### config.mk
export PLATFORM = sky130hd
export DESIGN_NAME = hcurl_line_legendre_basis_core
export DESIGN_NICKNAME = d
export VERILOG_FILES = /design/src/sv/hcurl_pkg.sv /design/src/sv/hcurl_mul.sv /design/src/sv/hcurl_line_legendre_basis_core.sv
export SDC_FILE = /design/constraint.sdc
export NUM_CORES = 2
export LEC_CHECK = 0
export ABC_CLOCK_PERIOD_IN_PS = 15300
export BUFFER_PORTS_ARGS = -buffer_cell sky130_fd_sc_hd__buf_2
export CAP_MARGIN = 40
export CORE_ASPECT_RATIO = 0.75
export CORE_MARGIN = 2
export CORE_UTILIZATION = 35
export CTS_BUF_LIST = sky130_fd_sc_hd__clkbuf_16
export CTS_CLUSTER_SIZE = 20
export DETAILED_ROUTE_END_ITERATION = 7
export PLACE_DENSITY = 0.5
export SLEW_MARGIN = 5
export SYNTH_ARGS = -nofsm -noshare
export SYNTH_HDL_FRONTEND = slang
export SYNTH_SLANG_ARGS = --single-unit
### constraint.sdc
create_clock -name clk -period 15.3 [get_ports clk]
set_input_delay 0.765 -clock clk [delete_from_list [all_inputs] [get_ports clk]]
set_output_delay 0.765 -clock clk [all_outputs]
set_load 0.005 [all_outputs]
### src/sv/hcurl_pkg.sv
// shared types, constants and the divisor reciprocal table of the line legendre basis core
package hcurl_pkg;

	localparam int MAX_ORDER = 15;
	localparam int K_W       = 4;
	localparam int VAL_W     = 16;
	localparam int OP_W      = 22;
	localparam int PROD_W    = 2 * OP_W;
	localparam int NUM_W     = 21;
	localparam int RECIP_W   = 21;
	localparam int RECIP_SH  = 22;

	localparam logic signed [VAL_W-1:0] ONE_Q14  = 16'sd16384;
	localparam logic signed [VAL_W-1:0] MONE_Q14 = -16'sd16384;

	localparam logic CFG_ORDER = 1'b0;
	localparam logic CFG_NEG   = 1'b1;

	typedef logic signed [OP_W-1:0]   op_t;
	typedef logic signed [PROD_W-1:0] prod_t;

	// floor(2^22 / (2k)) for the divide by 2k
	function automatic logic [RECIP_W-1:0] recip(input logic [K_W-1:0] k);
		logic [RECIP_W-1:0] r;
		case (k)
			4'd2:    r = 21'd1048576;
			4'd3:    r = 21'd699050;
			4'd4:    r = 21'd524288;
			4'd5:    r = 21'd419430;
			4'd6:    r = 21'd349525;
			4'd7:    r = 21'd299593;
			4'd8:    r = 21'd262144;
			4'd9:    r = 21'd233016;
			4'd10:   r = 21'd209715;
			4'd11:   r = 21'd190650;
			4'd12:   r = 21'd174762;
			4'd13:   r = 21'd161319;
			4'd14:   r = 21'd149796;
			4'd15:   r = 21'd139810;
			default: r = '0;
		endcase
		return r;
	endfunction

endpackage

### src/sv/hcurl_mul.sv
// shared signed multiplier with a registered product
module hcurl_mul (
	input  logic                 clk,
	input  hcurl_pkg::op_t       op_a,
	input  hcurl_pkg::op_t       op_b,
	output hcurl_pkg::prod_t     prod_q
);

	always_ff @(posedge clk) begin
		prod_q <= op_a * op_b;
	end

endmodule

### src/sv/hcurl_line_legendre_basis_core.sv
// top level: legendre recurrence sequencer around one shared multiplier
//
//  channel   | handshake                  | beat
//  ----------+----------------------------+-------------------------------
//  item in   | start, busy                | coordinate
//  results   | result_strobe (no stall)   | index, value, last
//  config    | cfg_valid, cfg_ready       | cfg_index, cfg_data
//
// each beat in gives order+1 results; k = 0 and k = 1 take one cycle each,
// every k >= 2 takes seven cycles, five of them using the shared multiplier
// busy lasts order+1 cycles for order <= 1, else 2 + 7*(order-1) cycles
// a new beat may be taken in the cycle the last result is shown
// reset clears the sequencer, the result strobe and both config registers
module hcurl_line_legendre_basis_core (
	input  logic                                clk,
	input  logic                                arst_n,
	input  logic                                start,
	output logic                                busy,
	input  logic signed [hcurl_pkg::VAL_W-1:0]  coordinate,
	output logic                                result_strobe,
	output logic [hcurl_pkg::K_W-1:0]           index,
	output logic signed [hcurl_pkg::VAL_W-1:0]  value,
	output logic                                last,
	input  logic                                cfg_valid,
	output logic                                cfg_ready,
	input  logic                                cfg_index,
	input  logic [hcurl_pkg::K_W-1:0]           cfg_data
);

	localparam logic [3:0] ST_IDLE = 4'd0;
	localparam logic [3:0] ST_SEED = 4'd1;
	localparam logic [3:0] ST_P    = 4'd2;
	localparam logic [3:0] ST_A    = 4'd3;
	localparam logic [3:0] ST_B    = 4'd4;
	localparam logic [3:0] ST_C    = 4'd5;
	localparam logic [3:0] ST_D    = 4'd6;
	localparam logic [3:0] ST_E    = 4'd7;
	localparam logic [3:0] ST_F    = 4'd8;

	logic [3:0]                                state_q;
	logic [hcurl_pkg::K_W-1:0]                 order_q;
	logic                                      neg_orient_q;
	logic [hcurl_pkg::K_W-1:0]                 top_q;
	logic [hcurl_pkg::K_W-1:0]                 k_q;
	logic signed [hcurl_pkg::VAL_W-1:0]        u_q;
	logic signed [hcurl_pkg::VAL_W-1:0]        l1_q;
	logic signed [hcurl_pkg::VAL_W-1:0]        l2_q;
	logic signed [hcurl_pkg::VAL_W-1:0]        pr_q;
	logic signed [hcurl_pkg::OP_W-1:0]         b_q;
	logic [hcurl_pkg::NUM_W-1:0]               nabs_q;
	logic                                      nneg_q;
	logic [hcurl_pkg::NUM_W-1:0]               q0_q;

	hcurl_pkg::op_t                            op_a;
	hcurl_pkg::op_t                            op_b;
	hcurl_pkg::prod_t                          prod_q;

	logic signed [hcurl_pkg::VAL_W-1:0]        u_sat;
	logic [hcurl_pkg::K_W-1:0]                 top_eff;
	logic [4:0]                                div_d;
	logic signed [29:0]                        p_rnd;
	logic signed [hcurl_pkg::OP_W:0]           n_sum;
	logic signed [hcurl_pkg::OP_W:0]           num;
	logic [hcurl_pkg::OP_W-1:0]                r0;
	logic                                      r_ge;
	logic [hcurl_pkg::OP_W-1:0]                r1;
	logic [hcurl_pkg::NUM_W-1:0]               q_mag;
	logic signed [hcurl_pkg::NUM_W:0]          q_sgn;
	logic signed [hcurl_pkg::VAL_W-1:0]        term_val;
	logic signed [hcurl_pkg::VAL_W-1:0]        emit_val;
	logic                                      emit;

	hcurl_mul u_mul (
		.clk    (clk),
		.op_a   (op_a),
		.op_b   (op_b),
		.prod_q (prod_q)
	);

	assign busy      = (state_q != ST_IDLE);
	assign cfg_ready = !busy;
	assign div_d     = {k_q, 1'b0};

	always_comb begin
		if (coordinate > hcurl_pkg::ONE_Q14) begin
			u_sat = hcurl_pkg::ONE_Q14;
		end else if (coordinate < hcurl_pkg::MONE_Q14) begin
			u_sat = hcurl_pkg::MONE_Q14;
		end else begin
			u_sat = coordinate;
		end
		if ({1'b0, order_q} > 5'(hcurl_pkg::MAX_ORDER)) begin
			top_eff = hcurl_pkg::K_W'(hcurl_pkg::MAX_ORDER);
		end else begin
			top_eff = order_q;
		end
	end

	// operand select for the shared multiplier
	always_comb begin
		case (state_q)
			ST_P: begin
				op_a = hcurl_pkg::OP_W'(u_q);
				op_b = hcurl_pkg::OP_W'(l1_q);
			end
			ST_A: begin
				op_a = hcurl_pkg::op_t'({1'b0, k_q - 4'd1});
				op_b = hcurl_pkg::OP_W'(l2_q);
			end
			ST_B: begin
				op_a = hcurl_pkg::op_t'({div_d - 5'd1});
				op_b = hcurl_pkg::OP_W'(pr_q);
			end
			ST_D: begin
				op_a = hcurl_pkg::op_t'({1'b0, nabs_q});
				op_b = hcurl_pkg::op_t'({1'b0, hcurl_pkg::recip(k_q)});
			end
			ST_E: begin
				op_a = hcurl_pkg::op_t'({1'b0, prod_q[42:22]});
				op_b = hcurl_pkg::op_t'({1'b0, div_d});
			end
			default: begin
				op_a = '0;
				op_b = '0;
			end
		endcase
	end

	always_comb begin
		p_rnd   = prod_q[29:0] + 30'sd8192;
		n_sum   = prod_q[hcurl_pkg::OP_W:0] - {b_q[hcurl_pkg::OP_W-1], b_q};
		num     = (n_sum <<< 1) + $signed({19'd0, k_q});
		r0      = {1'b0, nabs_q} - prod_q[hcurl_pkg::OP_W-1:0];
		r_ge    = (r0 >= hcurl_pkg::OP_W'(div_d));
		r1      = r_ge ? (r0 - hcurl_pkg::OP_W'(div_d)) : r0;
		q_mag   = q0_q + hcurl_pkg::NUM_W'(r_ge) + hcurl_pkg::NUM_W'(nneg_q && (r1 != '0));
		q_sgn   = nneg_q ? -$signed({1'b0, q_mag}) : $signed({1'b0, q_mag});
		if (q_sgn > $signed(22'sd16384)) begin
			term_val = hcurl_pkg::ONE_Q14;
		end else if (q_sgn < -$signed(22'sd16384)) begin
			term_val = hcurl_pkg::MONE_Q14;
		end else begin
			term_val = q_sgn[hcurl_pkg::VAL_W-1:0];
		end
		if (state_q == ST_SEED) begin
			emit_val = (k_q == '0) ? hcurl_pkg::ONE_Q14 : u_q;
		end else begin
			emit_val = term_val;
		end
		emit = (state_q == ST_SEED) || (state_q == ST_F);
	end

	always_ff @(posedge clk or negedge arst_n) begin
		if (!arst_n) begin
			state_q       <= ST_IDLE;
			order_q       <= '0;
			neg_orient_q  <= 1'b0;
			top_q         <= '0;
			k_q           <= '0;
			result_strobe <= 1'b0;
		end else begin
			result_strobe <= 1'b0;
			if (cfg_valid && cfg_ready) begin
				case (cfg_index)
					hcurl_pkg::CFG_ORDER: order_q      <= cfg_data;
					hcurl_pkg::CFG_NEG:   neg_orient_q <= cfg_data[0];
					default:              order_q      <= order_q;
				endcase
			end
			case (state_q)
				ST_IDLE: begin
					if (start) begin
						top_q   <= top_eff;
						k_q     <= '0;
						state_q <= ST_SEED;
					end
				end
				ST_P:    state_q <= ST_A;
				ST_A:    state_q <= ST_B;
				ST_B:    state_q <= ST_C;
				ST_C:    state_q <= ST_D;
				ST_D:    state_q <= ST_E;
				ST_E:    state_q <= ST_F;
				ST_SEED, ST_F: begin
					result_strobe <= 1'b1;
					if (k_q == top_q) begin
						state_q <= ST_IDLE;
					end else begin
						k_q     <= k_q + 4'd1;
						state_q <= (k_q == '0) ? ST_SEED : ST_P;
					end
				end
				default: state_q <= ST_IDLE;
			endcase
		end
	end

	// datapath registers
	always_ff @(posedge clk) begin
		if (start && !busy) begin
			u_q <= u_sat;
		end
		if (state_q == ST_A) begin
			pr_q <= p_rnd[29:14];
		end
		if (state_q == ST_B) begin
			b_q <= prod_q[hcurl_pkg::OP_W-1:0];
		end
		if (state_q == ST_C) begin
			nneg_q <= num[hcurl_pkg::OP_W];
			nabs_q <= num[hcurl_pkg::OP_W] ? hcurl_pkg::NUM_W'(-num) : hcurl_pkg::NUM_W'(num);
		end
		if (state_q == ST_E) begin
			q0_q <= prod_q[42:22];
		end
		if (emit) begin
			l2_q  <= l1_q;
			l1_q  <= emit_val;
			index <= k_q;
			value <= (neg_orient_q && !k_q[0]) ? -emit_val : emit_val;
			last  <= (k_q == top_q);
		end
	end

	a_accept_busy: assert property (@(posedge clk) disable iff (!arst_n)
		start && !busy |=> busy)
		else $error("accepted beat did not raise busy");

	a_more_pending: assert property (@(posedge clk) disable iff (!arst_n)
		result_strobe && !last |-> busy)
		else $error("sequencer went idle before the last result");

	a_value_range: assert property (@(posedge clk) disable iff (!arst_n)
		result_strobe |-> (value <= 16'sd16384) && (value >= -16'sd16384))
		else $error("result outside the unit range");

	a_term_order: assert property (@(posedge clk) disable iff (!arst_n)
		state_q == ST_F |-> k_q >= 4'd2)
		else $error("recurrence step entered for a seed order");

	a_last_index: assert property (@(posedge clk) disable iff (!arst_n)
		result_strobe |-> (last == (index == $past(top_q))))
		else $error("last flag does not match the top order");

endmodule

==> results.ini <==
[run_status]
status=complete, no violations

[worst_setup_path]
worst-r2r-cell-count=29
r2r_slack_ns=4.78
worstPathMaxFanout=33
r2r-end=u_mul.prod_q[42]
cp-end-kind=register
critPathMostFrequentCell=fa_1
critPathKind=register to register
crit_path_max_incr_delay_ns=0.69
crit_path_start_kind=register
crit_required_ns=15.77
timing.rr.start=state_q[2]
crit_slowest_cell=nand3_1
critPathArrivalTime_ns=11.00

[clocking]
numCtsBuffers=23
cts_tree=yes
cts_root_buf=clkbuf_16
clockBufferDepth=3
clock_latency_ns=0.56
clock-sinks=210
hold_buffers=0
cts_setup_buffers=0
htreeDepth=1
cts_resized=0
path_clk_slew_ns=0.06

[synth]
avgSynthCellArea_um2=9.29
synth.distinct_cells=98
syn_nets=4035
synth_flop_cell=edfxtp_1
synth-seq-cells=210
syn_area_um2=30800
synth_warnings=0
synth_edf_count=149
postSynthCellCount=3314
ys_seq_area_share_pct=18.8
ys_async_sr_fraction_pct=8.57

[sta]
period_share_pct=68.8
max_freq_mhz=95.0
rsz0062_at_grt=no
setup_viol=0
period_needed_ns=10.52
hold_viol=0
finalClockSkew_ns=0.0208
finalMaxSlewViolations=0
final.setup.tns_ns=0
worst_slack_ns=4.78
worst_pin_slew_ns=0.923
relSlewSlack_pct=38.3

[hold_path]
min_path_type=primary input to async pin

[die]
coreArea_um2=87400
ios=49
die_area_um2=90400
initial_core_util_pct=35.2
die-width_um=347
rows=94
chipHeight_um=261

[placed_design]
port_buffers=48
gp_congestion=0.956
place_ws_ns=5.17
hpwlAfterDp_um=81200

[route]
wl_per_cell_um=22.2
ant_nets=0
drt_iter0_markers=2183
via_count=23393
firstDrtPassIters=8
drt_wl_total_um=99800
drt-vias-per-instance=5.20
drc_errors=0

[grt]
antenna_found_initial=2
grt_pass1_vias=23513
grt_usage_pct=22.4
grt_pass1_wl_um=152000
grt_max_degree=54
grt_overflow=0

[finish]
area_growth_pct=8.63
layout_commonest_cell=inv_1
layout_common_cells=inv_1, nand2_1, fa_1, nor2_1, ha_1
nNetsFinal=4047
fill_cells=8868
drive_above_1_share_pct=6.37
final_util_pct=38.3

[flow_run]
drv_cap=0

[cells in the mapped netlist, types with 31 or more instances]
library cell    n  area, um^2
dfxtp_1        43         861
and2_1         43         269
inv_1         569        2140
edfxtp_1      149        4470
xnor2_1       139        1220
nand2_1       504        1890
nor2_1        212         796
nor3_1         43         215
o21ai_0        67         335
fa_1          499        9990
ha_1          197        2460
nand3_1        44         220
clkbuf_1      112         420
a22oi_1        31         233
a21o_1         41         308
xor2_1         61         534
a21oi_1        89         445
[kinds of logic after synthesis]
| kind of cell | Yosys count | synth area share (%) |
|---|---|---|
| and+or+nand+nor | 1020 | 14.9 |
| buffers and inverters | 705 | 8.73 |
| adders and majority gates | 696 | 40.4 |
| AOI/OAI and AO/OA | 466 | 10.8 |
| DFF | 210 | 18.8 |
| xor gates and xnor gates | 200 | 5.69 |
| muxes | 17 | 0.630 |
[worst max-delay path by stage]
stage | from | end | slack (ns) | cells after the start
5_1_grt | k_q[2] | u_mul.prod_q[39] | 4.29 | 29
6_report | state_q[2] | u_mul.prod_q[42] | 4.78 | 29
4_1_cts | state_q[2] | u_mul.prod_q[42] | 5.11 | 29
3_3_place_gp | k_q[2] | u_mul.prod_q[42] | 4.65 | 27
2_1_floorplan | state_q[3] | u_mul.prod_q[42] | 6.07 | 35
3_5_place_dp | state_q[3] | u_mul.prod_q[42] | 5.17 | 29
[final cells by class]
cell class / instances / area (um^2) / share of cell area [%]
Clock inverter: 17 / 119 / 0.355
Antenna cell: 1 / 2.50 / 0.00748
Inverter: 571 / 2140 / 6.41
Tap cell: 1152 / 1440 / 4.31
Clock buffer: 25 / 626 / 1.87
Multi-Input combinational cell: 2399 / 22400 / 66.9
Sequential cell: 210 / 5790 / 17.3
Timing Repair Buffer: 121 / 958 / 2.86
[critical path, delay by kind of cell (launching register included)]
| kind | cells | cell delay (ns) |
|---|---|---|
| fa+ha+maj | 8 | 3.65 |
| buf+inv | 4 | 1.02 |
| xor+xnor | 1 | 0.13 |
| simple gates | 6 | 2.21 |
| compound gates | 10 | 2.89 |
| flops | 1 | 0.52 |
[metrics by stage]
step / cells / instance area (um^2) / hold slack, ns
CTS: 4494 / 33400 / 0.142
global placement: 4429 / 32400 / 0.436
floorplan: 3314 / 30800 / 0.408
detailed placement: 4452 / 32700 / 0.447
finish: 4496 / 33500 / 0.147
global route: 4495 / 33500 / 0.173
[state kept, by name, indices dropped and copies added (netlist names)]
register	cells
q0_q	21
nabs_q	21
state_q	4
order_q	4
l1_q	15
u_q	16
top_q	4
neg_orient_q	1
l2_q	16
nneg_q	1
u_mul.prod_q	43
result_strobe	1
value	16
index	4
last	1
pr_q	16
k_q	4
b_q	22
[routing by layer]
layer  global-route usage (%)  vias to the layer above  wire, um
met5                        0                        -         0
met4                     3.00                        0      1420
met3                     6.59                       72     10400
met2                     30.9                      867     39100
met1                     34.6                    11674     48900
li1                         -                    10780         -
Power is not shown: default switching activity piles up to over one toggle a cycle in this logic, so the estimate is an artifact.
